[src/hw/rtl/cbf_pkg.sv]
// cbf_pkg: shared constants, types and codes of the bezier falloff curve unit
package cbf_pkg;

    localparam int MAX_HALVINGS = 24;
    localparam int FRAC_BITS    = 16;

    localparam int CTRL_W    = 18;
    localparam int X_W       = 20;
    localparam int CFG_IDX_W = 4;
    localparam int T_W       = 32;
    localparam int OP_W      = 33;
    localparam int PROD_W    = 66;
    localparam int ACC_W     = 54;
    localparam int VAL_W     = 24;
    localparam int ERR_W     = 25;
    localparam int ITER_W    = $clog2(MAX_HALVINGS);

    localparam logic [T_W-1:0] T_ONE = 32'h8000_0000;

    localparam logic signed [ACC_W:0] ROUND_BIAS = 55'sd1 <<< 30;

    localparam int TOL_INT = ((1 << FRAC_BITS) + 9999) / 10000;
    localparam logic signed [ERR_W-1:0] TOL_LSB = ERR_W'(TOL_INT);
    localparam logic signed [ERR_W-1:0] TOL_NEG = -ERR_W'(TOL_INT);

    localparam logic signed [32:0] X_ONE = 33'sd1 <<< FRAC_BITS;

    localparam logic signed [VAL_W-1:0] W_MAX = 24'sd131071;
    localparam logic signed [VAL_W-1:0] W_MIN = -24'sd131072;

    typedef logic signed [CTRL_W-1:0] ctrl_t;
    typedef logic signed [X_W-1:0]    xval_t;
    typedef logic [T_W-1:0]           tq_t;
    typedef logic signed [VAL_W-1:0]  cval_t;

    // register indexes on the configuration channel
    localparam logic [CFG_IDX_W-1:0] REG_X_CTRL_0 = 4'd0;
    localparam logic [CFG_IDX_W-1:0] REG_X_CTRL_1 = 4'd1;
    localparam logic [CFG_IDX_W-1:0] REG_X_CTRL_2 = 4'd2;
    localparam logic [CFG_IDX_W-1:0] REG_X_CTRL_3 = 4'd3;
    localparam logic [CFG_IDX_W-1:0] REG_Y_CTRL_0 = 4'd4;
    localparam logic [CFG_IDX_W-1:0] REG_Y_CTRL_1 = 4'd5;
    localparam logic [CFG_IDX_W-1:0] REG_Y_CTRL_2 = 4'd6;
    localparam logic [CFG_IDX_W-1:0] REG_Y_CTRL_3 = 4'd7;

    localparam ctrl_t CTRL_RST_0 = 18'sd0;
    localparam ctrl_t CTRL_RST_1 = 18'sd21845;
    localparam ctrl_t CTRL_RST_2 = 18'sd43691;
    localparam ctrl_t CTRL_RST_3 = 18'sd65536;

    typedef enum logic [2:0] {
        ST_IDLE,
        ST_MID,
        ST_EVAL_X,
        ST_EVAL_Y,
        ST_EMIT
    } state_t;

    // one step per product; the product of each step is written back in the next
    typedef enum logic [3:0] {
        STEP_TT,
        STEP_UU,
        STEP_T2T,
        STEP_U2U,
        STEP_TU2,
        STEP_T2U,
        STEP_P0,
        STEP_P1,
        STEP_P2,
        STEP_P3,
        STEP_FIN
    } step_t;

    typedef struct packed {
        logic start;
        tq_t  t;
    } eval_req_t;

    typedef struct packed {
        logic  done;
        cval_t value;
    } eval_rsp_t;

endpackage

[src/hw/rtl/cbf_intf.sv]
// cbf_intf: valid/ready channel interfaces for samples, results and configuration

interface cbf_in_if;
    logic                     valid;
    logic                     ready;
    logic signed [19:0]       x_in;

    modport source (output valid, output x_in, input ready);
    modport sink   (input valid, input x_in, output ready);
endinterface

interface cbf_out_if;
    logic                     valid;
    logic                     ready;
    logic signed [17:0]       weight;
    logic                     converged;

    modport source (output valid, output weight, output converged, input ready);
    modport sink   (input valid, input weight, input converged, output ready);
endinterface

interface cbf_cfg_if;
    logic                     valid;
    logic                     ready;
    logic [3:0]               index;
    logic [17:0]              data;

    modport source (output valid, output index, output data, input ready);
    modport sink   (input valid, input index, input data, output ready);
endinterface

[src/hw/rtl/cbf_mul.sv]
// cbf_mul: shared signed multiplier with a registered product
module cbf_mul (
    input  logic                                clk,
    input  logic signed [cbf_pkg::OP_W-1:0]     a,
    input  logic [cbf_pkg::T_W-1:0]             b,
    output logic signed [cbf_pkg::PROD_W-1:0]   prod
);
    import cbf_pkg::*;

    logic signed [PROD_W-1:0] prod_reg;

    always_ff @(posedge clk)
    begin
        prod_reg <= a * $signed({1'b0, b});
    end

    assign prod = prod_reg;

endmodule

[src/hw/rtl/cbf_curve_eval.sv]
// cbf_curve_eval: sequencer evaluating one cubic bezier coordinate on the shared multiplier
module cbf_curve_eval (
    input  logic                   clk,
    input  logic                   rst_n,
    input  cbf_pkg::eval_req_t     req,
    input  cbf_pkg::ctrl_t         pts [4],
    output cbf_pkg::eval_rsp_t     rsp
);
    import cbf_pkg::*;

    logic                     busy_reg;
    logic                     done_reg;
    step_t                    step_reg;
    tq_t                      t_reg;
    tq_t                      u_reg;
    tq_t                      t2_reg;
    tq_t                      u2_reg;
    tq_t                      t3_reg;
    tq_t                      u3_reg;
    tq_t                      b1_reg;
    tq_t                      b2_reg;
    logic signed [ACC_W-1:0]  acc_reg;

    logic signed [OP_W-1:0]   a_op;
    tq_t                      b_op;
    logic signed [PROD_W-1:0] prod;
    tq_t                      prod_q;
    logic [T_W+1:0]           three_q;
    logic signed [ACC_W:0]    round_sum;

    cbf_mul u_mul (
        .clk  (clk),
        .a    (a_op),
        .b    (b_op),
        .prod (prod)
    );

    // unsigned q1.31 product back to q1.31
    assign prod_q  = prod[62:31];
    assign three_q = {2'b00, prod_q} + {1'b0, prod_q, 1'b0};

    always_comb
    begin
        a_op = '0;
        b_op = '0;
        case (step_reg)
            STEP_TT:  begin a_op = {1'b0, t_reg};  b_op = t_reg;  end
            STEP_UU:  begin a_op = {1'b0, u_reg};  b_op = u_reg;  end
            STEP_T2T: begin a_op = {1'b0, t2_reg}; b_op = t_reg;  end
            STEP_U2U: begin a_op = {1'b0, u2_reg}; b_op = u_reg;  end
            STEP_TU2: begin a_op = {1'b0, t_reg};  b_op = u2_reg; end
            STEP_T2U: begin a_op = {1'b0, t2_reg}; b_op = u_reg;  end
            STEP_P0:  begin a_op = OP_W'(pts[0]);  b_op = u3_reg; end
            STEP_P1:  begin a_op = OP_W'(pts[1]);  b_op = b1_reg; end
            STEP_P2:  begin a_op = OP_W'(pts[2]);  b_op = b2_reg; end
            STEP_P3:  begin a_op = OP_W'(pts[3]);  b_op = t3_reg; end
            default:  begin a_op = '0;             b_op = '0;     end
        endcase
    end

    always_ff @(posedge clk or negedge rst_n)
    begin
        if (!rst_n)
        begin
            busy_reg <= 1'b0;
            done_reg <= 1'b0;
            step_reg <= STEP_TT;
        end
        else
        begin
            done_reg <= busy_reg && (step_reg == STEP_FIN);
            if (req.start)
            begin
                busy_reg <= 1'b1;
                step_reg <= STEP_TT;
            end
            else if (busy_reg)
            begin
                if (step_reg == STEP_FIN)
                begin
                    busy_reg <= 1'b0;
                end
                else
                begin
                    step_reg <= step_t'(step_reg + 4'd1);
                end
            end
        end
    end

    // load t and u = 1 - t on a start, else write back the product of the step before
    always_ff @(posedge clk)
    begin
        if (req.start)
        begin
            t_reg <= req.t;
            u_reg <= T_ONE - req.t;
        end
        else if (busy_reg)
        begin
            case (step_reg)
                STEP_UU:  t2_reg  <= prod_q;
                STEP_T2T: u2_reg  <= prod_q;
                STEP_U2U: t3_reg  <= prod_q;
                STEP_TU2: u3_reg  <= prod_q;
                STEP_T2U: b1_reg  <= three_q[T_W-1:0];
                STEP_P0:  b2_reg  <= three_q[T_W-1:0];
                STEP_P1:  acc_reg <= prod[ACC_W-1:0];
                STEP_P2, STEP_P3, STEP_FIN:
                          acc_reg <= acc_reg + prod[ACC_W-1:0];
                default:  ;
            endcase
        end
    end

    // round half up, then floor shift by 31
    assign round_sum = {acc_reg[ACC_W-1], acc_reg} + ROUND_BIAS;

    assign rsp.done  = done_reg;
    assign rsp.value = round_sum[ACC_W:31];

`ifndef SYNTHESIS
    a_start_when_free: assert property (@(posedge clk) disable iff (!rst_n)
        req.start |-> !busy_reg)
        else $error("evaluation started while the sequencer is busy");

    a_done_single: assert property (@(posedge clk) disable iff (!rst_n)
        done_reg |=> !done_reg)
        else $error("evaluation done held for more than one cycle");
`endif

endmodule

[src/hw/rtl/cubic_bezier_falloff_curve_unit.sv]
// cubic_bezier_falloff_curve_unit: bisection solver for a bezier falloff curve y(x)
// a clamped sample skips the bisection, else the t interval is halved at most MAX_HALVINGS
// times before the y evaluation and output; one sample at a time, a new one is taken
// only once the last result has been loaded into the output register; ten products per
// curve evaluation on the shared multiplier
// reset: asynchronous active low, clears control state and restores control points
module cubic_bezier_falloff_curve_unit (
    input  logic       clk,
    input  logic       rst_n,
    cbf_in_if.sink     sample,
    cbf_out_if.source  result,
    cbf_cfg_if.sink    cfg
);
    import cbf_pkg::*;

    state_t             state_reg;
    state_t             state_next;

    ctrl_t              x_ctrl_reg [4];
    ctrl_t              y_ctrl_reg [4];
    ctrl_t              pts [4];

    xval_t              x_reg,     x_next;
    tq_t                lo_reg,    lo_next;
    tq_t                hi_reg,    hi_next;
    tq_t                mid_reg,   mid_next;
    logic [ITER_W-1:0]  iter_reg,  iter_next;
    ctrl_t              res_w_reg, res_w_next;
    logic               conv_reg,  conv_next;

    logic               out_valid_reg, out_valid_next;
    ctrl_t              out_w_reg,     out_w_next;
    logic               out_c_reg,     out_c_next;

    eval_req_t          req;
    eval_rsp_t          rsp;

    logic               accept;
    logic               x_low;
    logic               x_high;
    logic [T_W:0]       mid_sum;
    logic signed [ERR_W-1:0] err;
    logic               err_high;
    logic               err_low;
    logic               hit;
    logic               cap;
    logic               out_free;
    ctrl_t              w_sat;

    assign accept = sample.valid && sample.ready;
    assign x_low  = sample.x_in[X_W-1] || (sample.x_in == '0);
    assign x_high = $signed({{(33-X_W){sample.x_in[X_W-1]}}, sample.x_in}) >= X_ONE;

    assign mid_sum = {1'b0, lo_reg} + {1'b0, hi_reg};

    assign err = $signed({rsp.value[VAL_W-1], rsp.value})
               - $signed({{(ERR_W-X_W){x_reg[X_W-1]}}, x_reg});
    assign err_high = err > TOL_LSB;
    assign err_low  = err < TOL_NEG;
    assign hit      = !err_high && !err_low;
    assign cap      = iter_reg == ITER_W'(MAX_HALVINGS - 1);

    always_comb
    begin
        if (rsp.value > W_MAX)
        begin
            w_sat = W_MAX[CTRL_W-1:0];
        end
        else if (rsp.value < W_MIN)
        begin
            w_sat = W_MIN[CTRL_W-1:0];
        end
        else
        begin
            w_sat = rsp.value[CTRL_W-1:0];
        end
    end

    assign out_free = !out_valid_reg || result.ready;

    // x polygon while bisecting, y polygon for the final value
    always_comb
    begin
        for (int i = 0; i < 4; i++)
        begin
            pts[i] = (state_reg == ST_EVAL_Y) ? y_ctrl_reg[i] : x_ctrl_reg[i];
        end
    end

    cbf_curve_eval u_eval (
        .clk   (clk),
        .rst_n (rst_n),
        .req   (req),
        .pts   (pts),
        .rsp   (rsp)
    );

    // next state
    always_comb
    begin
        state_next = state_reg;
        unique case (state_reg)
            ST_IDLE:
            begin
                if (accept)
                begin
                    state_next = (x_low || x_high) ? ST_EMIT : ST_MID;
                end
            end
            ST_MID:
            begin
                state_next = ST_EVAL_X;
            end
            ST_EVAL_X:
            begin
                if (rsp.done)
                begin
                    state_next = (hit || cap) ? ST_EVAL_Y : ST_MID;
                end
            end
            ST_EVAL_Y:
            begin
                if (rsp.done)
                begin
                    state_next = ST_EMIT;
                end
            end
            ST_EMIT:
            begin
                if (out_free)
                begin
                    state_next = ST_IDLE;
                end
            end
            default:
            begin
                state_next = ST_IDLE;
            end
        endcase
    end

    // datapath and outputs
    always_comb
    begin
        x_next         = x_reg;
        lo_next        = lo_reg;
        hi_next        = hi_reg;
        mid_next       = mid_reg;
        iter_next      = iter_reg;
        res_w_next     = res_w_reg;
        conv_next      = conv_reg;
        out_w_next     = out_w_reg;
        out_c_next     = out_c_reg;
        out_valid_next = out_valid_reg && !result.ready;
        req.start      = 1'b0;
        req.t          = mid_reg;

        unique case (state_reg)
            ST_IDLE:
            begin
                if (accept)
                begin
                    x_next    = sample.x_in;
                    lo_next   = '0;
                    hi_next   = T_ONE;
                    iter_next = '0;
                    conv_next = 1'b1;
                    res_w_next = x_low ? y_ctrl_reg[0] : y_ctrl_reg[3];
                end
            end
            ST_MID:
            begin
                mid_next  = mid_sum[T_W:1];
                req.start = 1'b1;
                req.t     = mid_sum[T_W:1];
            end
            ST_EVAL_X:
            begin
                if (rsp.done)
                begin
                    iter_next = iter_reg + 1'b1;
                    if (err_high)
                    begin
                        hi_next = mid_reg;
                    end
                    else if (err_low)
                    begin
                        lo_next = mid_reg;
                    end
                    if (hit || cap)
                    begin
                        conv_next = hit;
                        req.start = 1'b1;
                    end
                end
            end
            ST_EVAL_Y:
            begin
                if (rsp.done)
                begin
                    res_w_next = w_sat;
                end
            end
            ST_EMIT:
            begin
                if (out_free)
                begin
                    out_w_next     = res_w_reg;
                    out_c_next     = conv_reg;
                    out_valid_next = 1'b1;
                end
            end
            default: ;
        endcase
    end

    always_ff @(posedge clk or negedge rst_n)
    begin
        if (!rst_n)
        begin
            state_reg     <= ST_IDLE;
            out_valid_reg <= 1'b0;
            iter_reg      <= '0;
        end
        else
        begin
            state_reg     <= state_next;
            out_valid_reg <= out_valid_next;
            iter_reg      <= iter_next;
        end
    end

    always_ff @(posedge clk)
    begin
        x_reg     <= x_next;
        lo_reg    <= lo_next;
        hi_reg    <= hi_next;
        mid_reg   <= mid_next;
        res_w_reg <= res_w_next;
        conv_reg  <= conv_next;
        out_w_reg <= out_w_next;
        out_c_reg <= out_c_next;
    end

    // control point registers, unknown indexes are ignored
    always_ff @(posedge clk or negedge rst_n)
    begin
        if (!rst_n)
        begin
            x_ctrl_reg[0] <= CTRL_RST_0;
            x_ctrl_reg[1] <= CTRL_RST_1;
            x_ctrl_reg[2] <= CTRL_RST_2;
            x_ctrl_reg[3] <= CTRL_RST_3;
            y_ctrl_reg[0] <= CTRL_RST_0;
            y_ctrl_reg[1] <= CTRL_RST_1;
            y_ctrl_reg[2] <= CTRL_RST_2;
            y_ctrl_reg[3] <= CTRL_RST_3;
        end
        else if (cfg.valid)
        begin
            unique case (cfg.index)
                REG_X_CTRL_0: x_ctrl_reg[0] <= $signed(cfg.data);
                REG_X_CTRL_1: x_ctrl_reg[1] <= $signed(cfg.data);
                REG_X_CTRL_2: x_ctrl_reg[2] <= $signed(cfg.data);
                REG_X_CTRL_3: x_ctrl_reg[3] <= $signed(cfg.data);
                REG_Y_CTRL_0: y_ctrl_reg[0] <= $signed(cfg.data);
                REG_Y_CTRL_1: y_ctrl_reg[1] <= $signed(cfg.data);
                REG_Y_CTRL_2: y_ctrl_reg[2] <= $signed(cfg.data);
                REG_Y_CTRL_3: y_ctrl_reg[3] <= $signed(cfg.data);
                default: ;
            endcase
        end
    end

    assign cfg.ready        = 1'b1;
    assign sample.ready     = (state_reg == ST_IDLE);
    assign result.valid     = out_valid_reg;
    assign result.weight    = out_w_reg;
    assign result.converged = out_c_reg;

`ifndef SYNTHESIS
    a_accept_leaves_idle: assert property (@(posedge clk) disable iff (!rst_n)
        accept |=> state_reg != ST_IDLE)
        else $error("sample transaction did not start processing");

    a_done_in_eval: assert property (@(posedge clk) disable iff (!rst_n)
        rsp.done |-> (state_reg == ST_EVAL_X || state_reg == ST_EVAL_Y))
        else $error("curve evaluation finished outside an evaluation state");

    a_emit_loads_output: assert property (@(posedge clk) disable iff (!rst_n)
        (state_reg == ST_EMIT && out_free) |=> out_valid_reg)
        else $error("result not presented after leaving the emit state");
`endif

endmodule
[src/flat_wrapper.sv]
// flat-port wrapper written by rule: the top's interface ports become plain ports
module cubic_bezier_falloff_curve_unit_flat import cbf_pkg::*;
  (clk, rst_n, sample_valid, sample_x_in, sample_ready, result_valid, result_weight, result_converged, result_ready, cfg_valid, cfg_index, cfg_data, cfg_ready);
  cbf_in_if sample_i ();
  cbf_out_if result_i ();
  cbf_cfg_if cfg_i ();
  input  logic clk;
  input  logic rst_n;
  input wire logic [$bits(sample_i.valid)-1:0] sample_valid;
  input wire logic [$bits(sample_i.x_in)-1:0] sample_x_in;
  output wire logic [$bits(sample_i.ready)-1:0] sample_ready;
  output wire logic [$bits(result_i.valid)-1:0] result_valid;
  output wire logic [$bits(result_i.weight)-1:0] result_weight;
  output wire logic [$bits(result_i.converged)-1:0] result_converged;
  input wire logic [$bits(result_i.ready)-1:0] result_ready;
  input wire logic [$bits(cfg_i.valid)-1:0] cfg_valid;
  input wire logic [$bits(cfg_i.index)-1:0] cfg_index;
  input wire logic [$bits(cfg_i.data)-1:0] cfg_data;
  output wire logic [$bits(cfg_i.ready)-1:0] cfg_ready;
  assign sample_i.valid = sample_valid;
  assign sample_i.x_in = sample_x_in;
  assign sample_ready = sample_i.ready;
  assign result_valid = result_i.valid;
  assign result_weight = result_i.weight;
  assign result_converged = result_i.converged;
  assign result_i.ready = result_ready;
  assign cfg_i.valid = cfg_valid;
  assign cfg_i.index = cfg_index;
  assign cfg_i.data = cfg_data;
  assign cfg_ready = cfg_i.ready;
  cubic_bezier_falloff_curve_unit u_core (.clk(clk), .rst_n(rst_n), .sample(sample_i), .result(result_i), .cfg(cfg_i));
endmodule
[config.mk]
export PLATFORM = sky130hd
export DESIGN_NAME = cubic_bezier_falloff_curve_unit_flat
export DESIGN_NICKNAME = d
export VERILOG_FILES = /design/src/hw/rtl/cbf_pkg.sv /design/src/hw/rtl/cbf_intf.sv /design/src/hw/rtl/cbf_mul.sv /design/src/hw/rtl/cbf_curve_eval.sv /design/src/hw/rtl/cubic_bezier_falloff_curve_unit.sv /design/src/flat_wrapper.sv
export SDC_FILE = /design/constraint.sdc
export NUM_CORES = 2
export LEC_CHECK = 0
export BUFFER_PORTS_ARGS = -buffer_cell sky130_fd_sc_hd__buf_4
export CAP_MARGIN = 20
export CORE_MARGIN = 8
export CORE_UTILIZATION = 30
export CTS_BUF_LIST = sky130_fd_sc_hd__clkbuf_2 sky130_fd_sc_hd__clkbuf_4 sky130_fd_sc_hd__clkbuf_8
export CTS_CLUSTER_DIAMETER = 60
export CTS_CLUSTER_SIZE = 14
export DETAILED_ROUTE_END_ITERATION = 12
export PLACE_DENSITY = 0.46
export REMOVE_ABC_BUFFERS = 1
export SLEW_MARGIN = 20
export SYNTH_ARGS = -nofsm -noshare
export SYNTH_HDL_FRONTEND = slang
export SYNTH_SLANG_ARGS = --single-unit
[constraint.sdc]
create_clock -name clk -period 11.95 [get_ports clk]
set_input_delay 0.5975 -clock clk [delete_from_list [all_inputs] [get_ports clk]]
set_output_delay 0.5975 -clock clk [all_outputs]
set_load 0.01 [all_outputs]
* After elaboration in Yosys (flattened, before gate mapping)
Cells that the tools add are included.
** Storage, ports and cells
- Output and inout bits :: 22
- Bits of input ports :: 47
- Logic and storage cells :: 175
- Register bits :: 686
** Cells by class
- Reductions and logical operators :: 49
- $mul :: 1
- Mux-type cells :: 48
- Bitwise gates (word level) :: 1
- Add/subtract/negate cells :: 8
- Equality and inequality tests :: 31
- $lt $le $gt $ge :: 5
** Operator list (number)
- 33-bit one-hot mux with 8 select lines :: 1
- 32-bit 2-to-1 mux :: 8
- 32-bit one-hot mux with 7 select lines :: 1
- 18-bit 2-to-1 mux :: 9
- 32-bit one-hot mux with 2 select lines :: 2
- 54-bit one-hot mux with 2 select lines :: 1
- 33-bit by 33-bit multiplier with 63-bit output :: 1
- 54-bit by 32-bit adder with 55-bit output (second input constant) :: 1
- 54-bit adder :: 1
- 18-bit one-hot mux with 2 select lines :: 1
- 32-bit by 32-bit adder with 33-bit output :: 1
- 32-bit adder :: 1
- 4-bit by 3-bit equality test with 1-bit output (second input constant) :: 8
- 32-bit subtractor (first input constant) :: 1
- 3-bit AND reduction :: 9
- 25-bit by 4-bit greater-than comparator with 1-bit output (second input constant) :: 1
- 25-bit by 4-bit < comparator with 1-bit output (second input constant) :: 1
- 24-bit by 20-bit subtractor with 25-bit output :: 1
- 24-bit by 18-bit greater-than comparator with 1-bit output (second input constant) :: 1
- 24-bit by 18-bit < comparator with 1-bit output (second input constant) :: 1
- 2-bit AND reduction :: 11
- 20-bit by 18-bit >= comparator with 1-bit output (second input constant) :: 1
- 20-bit zero test :: 1
- 4-bit by 2-bit equality test with 1-bit output (second input constant) :: 4
- other kinds (29) :: 75

* Logic depth before layout (Yosys ltp)
- Word-level depth :: 11
- Depth in mapped cells :: 41
- Gate-level depth less buffers :: 36

* By module
A second synthesis with hierarchy kept.
** Unflattened totals
- Cell total of the unflattened synthesis :: 7071
- Area total of the unflattened synthesis :: 72156.7 um^2
** By module, submodules not included
- cbf_mul :: seq. area each 1321.3 um^2, times used 1, area each 39037.4 um^2, cells each 4089
- cbf_curve_eval :: seq. area each 9429.0 um^2, times used 1, area each 17697.0 um^2, cells each 1566
- cubic_bezier_falloff_curve_unit :: seq. area each 8177.8 um^2, times used 1, area each 15422.3 um^2, cells each 1416

* Worst setup path before layout
OpenSTA, ideal clock, no wires.
- Kind :: register to register
- Start :: register u_core.u_eval.step_reg[0]
- End :: register u_core.u_eval.u_mul.prod_reg[62] (netlist: u_core.u_eval.u_mul.prod[62])
- Cell stages (with the launch flop) :: 35
- Path buffers :: 5
- Data required time :: 11.878 ns
- Library setup time :: 0.072 ns
- Setup slack :: 2.575 ns
- Arrival :: 9.303 ns
- Clock period less this slack :: 9.375 ns
- Cell sequence :: dfrtp_1 > inv_1 > ha_1 > clkbuf_1 > and2_1 > clkbuf_1 > clkbuf_1 > clkbuf_1 > a22oi_1 > nand3_1 > clkbuf_1 > nand2_1 > inv_1 > fa_1 > fa_1 > inv_1 > fa_1 > fa_1 > inv_1 > fa_1 > fa_1 > fa_1 > fa_1 > ha_1 > a21o_1 > a21o_1 > a221o_1 > a211oi_1 > nand2_1 > o21ai_0 > o21ai_0 > a21oi_1 > o311ai_0 > a21oi_1 > xnor2_1
** Between the ends
- Longest elaborated chain between the ends :: 4
- Elaborated cells on any way between the ends :: 17
- Classes of those cells :: 1 x mul; 9 x eq/ne; 2 x mux; 5 x reduce/logical
** RTL lines
- from (decl) :: line cbf_curve_eval.sv:13 : step_t step_reg;
- from (signal assigned) :: line cbf_curve_eval.sv:85 : step_reg <= step_t'(step_reg + 4'd1);
- 4-bit by 3-bit equality test with 1-bit output (tied with other cells) :: line cbf_curve_eval.sv:46 : case (step_reg)
- 3-bit OR reduction (no source line) / 2-bit OR reduction (equally long branches)
- 32-bit one-hot mux with 7 select lines / 33-bit one-hot mux with 8 select lines (equally long branches) :: line cbf_curve_eval.sv:46
- 33-bit by 33-bit multiplier with 63-bit output * :: line cbf_mul.sv:14 : prod_reg <= a * $signed({1'b0, b});
- to (signal assigned) :: line cbf_mul.sv:14
- to (decl) :: line cbf_mul.sv:10 : logic signed [PROD_W-1:0] prod_reg;
Mark *: on every way between the ends. The rest lies on a longest branch, timed or not.
A chain may end at the register's enable or synchronous reset.

* Worst setup path in the final report
- Start :: register u_core.state_reg[2]
- End :: register u_core.u_eval.u_mul.prod_reg[61] (netlist: u_core.u_eval.u_mul.prod[61])
** Between the ends
- Longest elaborated chain between the ends :: 4
- Elaborated cells on any way between the ends :: 7
- Classes of those cells :: 1 x mul; 1 x eq/ne; 5 x mux
** RTL lines
- from (decl) :: line cubic_bezier_falloff_curve_unit.sv:16 : state_t state_reg;
- from (signal assigned) :: line cubic_bezier_falloff_curve_unit.sv:227 : state_reg <= state_next;
- 3-bit by 2-bit equality test with 1-bit output * :: line cubic_bezier_falloff_curve_unit.sv:86 : pts[i] = (state_reg == ST_EVAL_Y) ? y_ctrl_reg[i] : x_ctrl_reg[i];
- 18-bit 2-to-1 mux :: line cubic_bezier_falloff_curve_unit.sv:86
- 33-bit one-hot mux with 8 select lines * :: line cbf_curve_eval.sv:46
- 33-bit by 33-bit multiplier with 63-bit output * :: line cbf_mul.sv:14
Marked as above.

==> flow_metrics.py <==
metrics = {
    "grt": {
        "antenna_found_initial": 5,
        "globalRouteTotalUtil_pct": 18.8,
        "grt_max_degree": 82,
        "grt-ovfl-total": 0,
        "grt_pass1_vias": 53800,
        "grt_pass1_wl_um": 355000,
    },
    "final_layout": {
        "fill_cells": 24000,
        "final_common_cell": "inv_1",
        "syn2layout_area_growth_pct": 9.99,
        "final_nets": 8584,
        "finish.instance_area_um2": 76800,
        "layout.cells.non_filler": 10200,
        "drive_gt1_share_pct": 9.95,
        "final_cell_mix": "inv_1, fa_1, nand2_1",
    },
    "synthesis": {
        "ys.flop_type": "edfxtp_1",
        "synth.distinct_cells": 96,
        "synth-seq-cells": 685,
        "ys_warn_count": 0,
        "syn_area_um2": 69900,
        "synth_edf_count": 431,
        "syn_inst": 7053,
        "synth_area_per_cell_um2": 9.90,
        "yosysSeqAreaShare_pct": 27.0,
        "synthArstFlopShare_pct": 23.2,
    },
    "clocking": {
        "cts_buffer_depth": 3,
        "h-tree-depth": 3,
        "clk_latency_ns": 0.82,
        "cts_tree": "done",
        "cts_sinks": 685,
        "cts.clk_slew.worst_paths_ns": 0.10,
        "cts_buffers": 71,
        "cts_root_buf": "clkbuf_8",
    },
    "route": {
        "vias": 51400,
        "wl_per_cell_um": 23.1,
        "drc_errors": 0,
        "drtAntennaViolNets": 0,
        "drt_iter0_drc": 4136,
        "routed_wl_um": 237000,
        "avgViaCountPerCell": 5.03,
        "dr.pass1.iters": 7,
    },
    "timing": {
        "finalMaxSlewViolations": 0,
        "fin_crit_ns": 11.44,
        "finalClockSkew_ns": 0.0802,
        "fin_crit_sh_pct": 95.7,
        "fmax_ghz": 0.0874,
        "hold_viol_final": 0,
        "worst_slew_pin_slew_ns": 1.18,
        "tns_ns": 0,
        "setup_viol": 0,
        "max-slew-margin-rel_pct": 21.7,
        "setup_slack_ns": 0.511,
        "rsz0062_at_grt": "no",
    },
    "setup_path": {
        "cp-end-kind": "flop",
        "crit_fanout": 43,
        "required_ns": 12.66,
        "r2r_cells": 36,
        "reg2reg_from": "u_core.state_reg[2]",
        "critPathKind": "flop to flop",
        "path_common_cell": "fa_1",
        "worst_setup_path_start_kind": "flop",
        "worst_path_dominant_cell_family": "adder cells",
        "cp_slowest_cell": "or2_2",
        "timing.rr.end": "u_core.u_eval.u_mul.prod[61]",
        "cp_num_buf_inv": 9,
        "worst-r2r-setup-slack_ns": 0.51,
        "arrival_ns": 12.15,
        "cpPeakStageDelay_ns": 0.67,
    },
    "floorplanning": {
        "initial_core_util_pct": 30.1,
        "die_w_um": 499,
        "rows": 177,
        "die_area_um2": 249000,
        "core_um2": 232000,
        "io_pins": 69,
        "die_h_um": 499,
    },
    "place": {
        "port_buffers": 67,
        "place.gp.congestion": 0.913,
        "dp_hpwl_um": 185000,
        "dpl_cell_area_um2": 75000,
        "dp_cells": 10100,
        "post-place-ws_ns": -0.130,
    },
    "hold_path": {
        "hold_end": "u_core.x_ctrl_reg[59]",
        "hp-start": "cfg_data[5]",
        "holdPathStages": 2,
        "hold_class": "input port to flop",
    },
    "outcome": {
        "status": "finished, final reports clean",
    },
    "run": {
        "maxCapViolCount": 0,
    },
}
## cell type report
cell class	count	area, um^2	area share (%)
antenna	1	2.50	0.00326
clock buffer	89	1120	1.46
clock inverter	40	482	0.627
inverter	1193	4480	5.83
multi-input combinational	4839	45400	59.1
sequential	685	18900	24.6
tap	3043	3810	4.96
timing repair buffer	332	2660	3.46
## cell usage after synthesis (7+ instances only)
library cell | instances | area, um^2
o21a_1 | 38 | 285
edfxtp_1 | 431 | 12900
nor3b_1 | 14 | 105
dfxtp_1 | 95 | 1900
nand2_1 | 790 | 2970
fa_1 | 1086 | 21700
buf_1 | 17 | 63.8
a221oi_1 | 9 | 78.8
nor4_1 | 33 | 206
and4_1 | 28 | 245
dfrtp_1 | 123 | 3080
xnor2_1 | 145 | 1270
mux2_2 | 145 | 1630
a211o_1 | 14 | 123
mux2i_1 | 34 | 340
clkbuf_1 | 306 | 1150
nor2b_1 | 30 | 188
ha_1 | 329 | 4120
o31ai_1 | 17 | 128
o31a_1 | 7 | 61.3
nand4_1 | 43 | 269
o21ai_0 | 180 | 901
xor2_1 | 80 | 701
a21o_1 | 91 | 683
inv_1 | 1192 | 4470
o211ai_1 | 17 | 128
dfstp_2 | 36 | 946
a222oi_1 | 45 | 450
a21oi_1 | 246 | 1230
a22oi_1 | 82 | 616
nor2_1 | 746 | 2800
a21boi_0 | 10 | 75.1
o311ai_0 | 7 | 61.3
o21bai_1 | 26 | 195
or2_2 | 31 | 194
a211oi_1 | 26 | 195
nor3_1 | 59 | 295
nand2b_1 | 46 | 288
or3_1 | 13 | 81.3
nand3_1 | 103 | 515
and3_1 | 62 | 388
nand3b_1 | 15 | 113
and2_1 | 51 | 319
buf_2 | 9 | 45.0
a31oi_1 | 30 | 188
## worst max-delay path by stage
stage,from,to,slack (ns),cells past startpoint
2_1_floorplan,u_core.state_reg[2],u_core.u_eval.u_mul.prod[62],-0.29,32
3_3_place_gp,u_core.state_reg[2],u_core.u_eval.u_mul.prod[62],-0.17,36
3_5_place_dp,u_core.state_reg[2],u_core.u_eval.u_mul.prod[62],-0.13,34
4_1_cts,u_core.state_reg[2],u_core.u_eval.u_mul.prod[62],0.22,37
5_1_grt,u_core.state_reg[2],u_core.u_eval.u_mul.prod[62],0.12,35
6_report,u_core.state_reg[2],u_core.u_eval.u_mul.prod[61],0.51,36
## through the flow
step	hold slack (ns)	utilization, %
2_1_floorplan	0.302	-
3_3_place_gp	0.407	32.3
3_5_place_dp	0.405	32.3
4_1_cts	0.00599	33.1
5_1_grt	0.0458	33.1
6_report	0.107	33.1
## per-layer routing
layer	routed length, um	part of all wire (%)	vias up	GRT usage [%]
li1	-	-	22800	-
met1	107000	45	26700	26.3
met4	7110	3.0	0	4.96
met5	0	0	-	0
met2	108000	46	1636	30.4
met3	14500	6.1	324	2.87
## kinds of logic after synthesis
logic type / Yosys count / synth area share, %
AND/OR/NAND/NOR: 2102 / 13.4
buffers and inverters: 1529 / 8.25
adder cells (fa/ha/maj): 1415 / 37.0
AO/OA/AOI/OAI: 917 / 8.69
flip-flops: 685 / 27.0
XOR/XNOR: 225 / 2.82
multiplexers: 179 / 2.82
other: 1 / 0.00537
## worst register-to-register path, delay by kind of cell, from the launching register on
kind                     cells  cell delay, ns
AO/OA/AOI/OAI                8            2.33
XOR/XNOR                     1            0.13
flip-flops                   1            0.46
AND/OR/NAND/NOR              9            2.74
adder cells (fa/ha/maj)      9            4.36
buffers and inverters        9            1.34
## what timing repair did
item                       CTS  global route
hold endpoints to repair    55             0
resized for setup            0             2
setup endpoints to repair    3             4
hold buffers                21             0
setup buffers                3             2
Power is left out: the tool's default activity adds up to more than one toggle a clock period on the data nets, which glitch-free logic cannot reach.
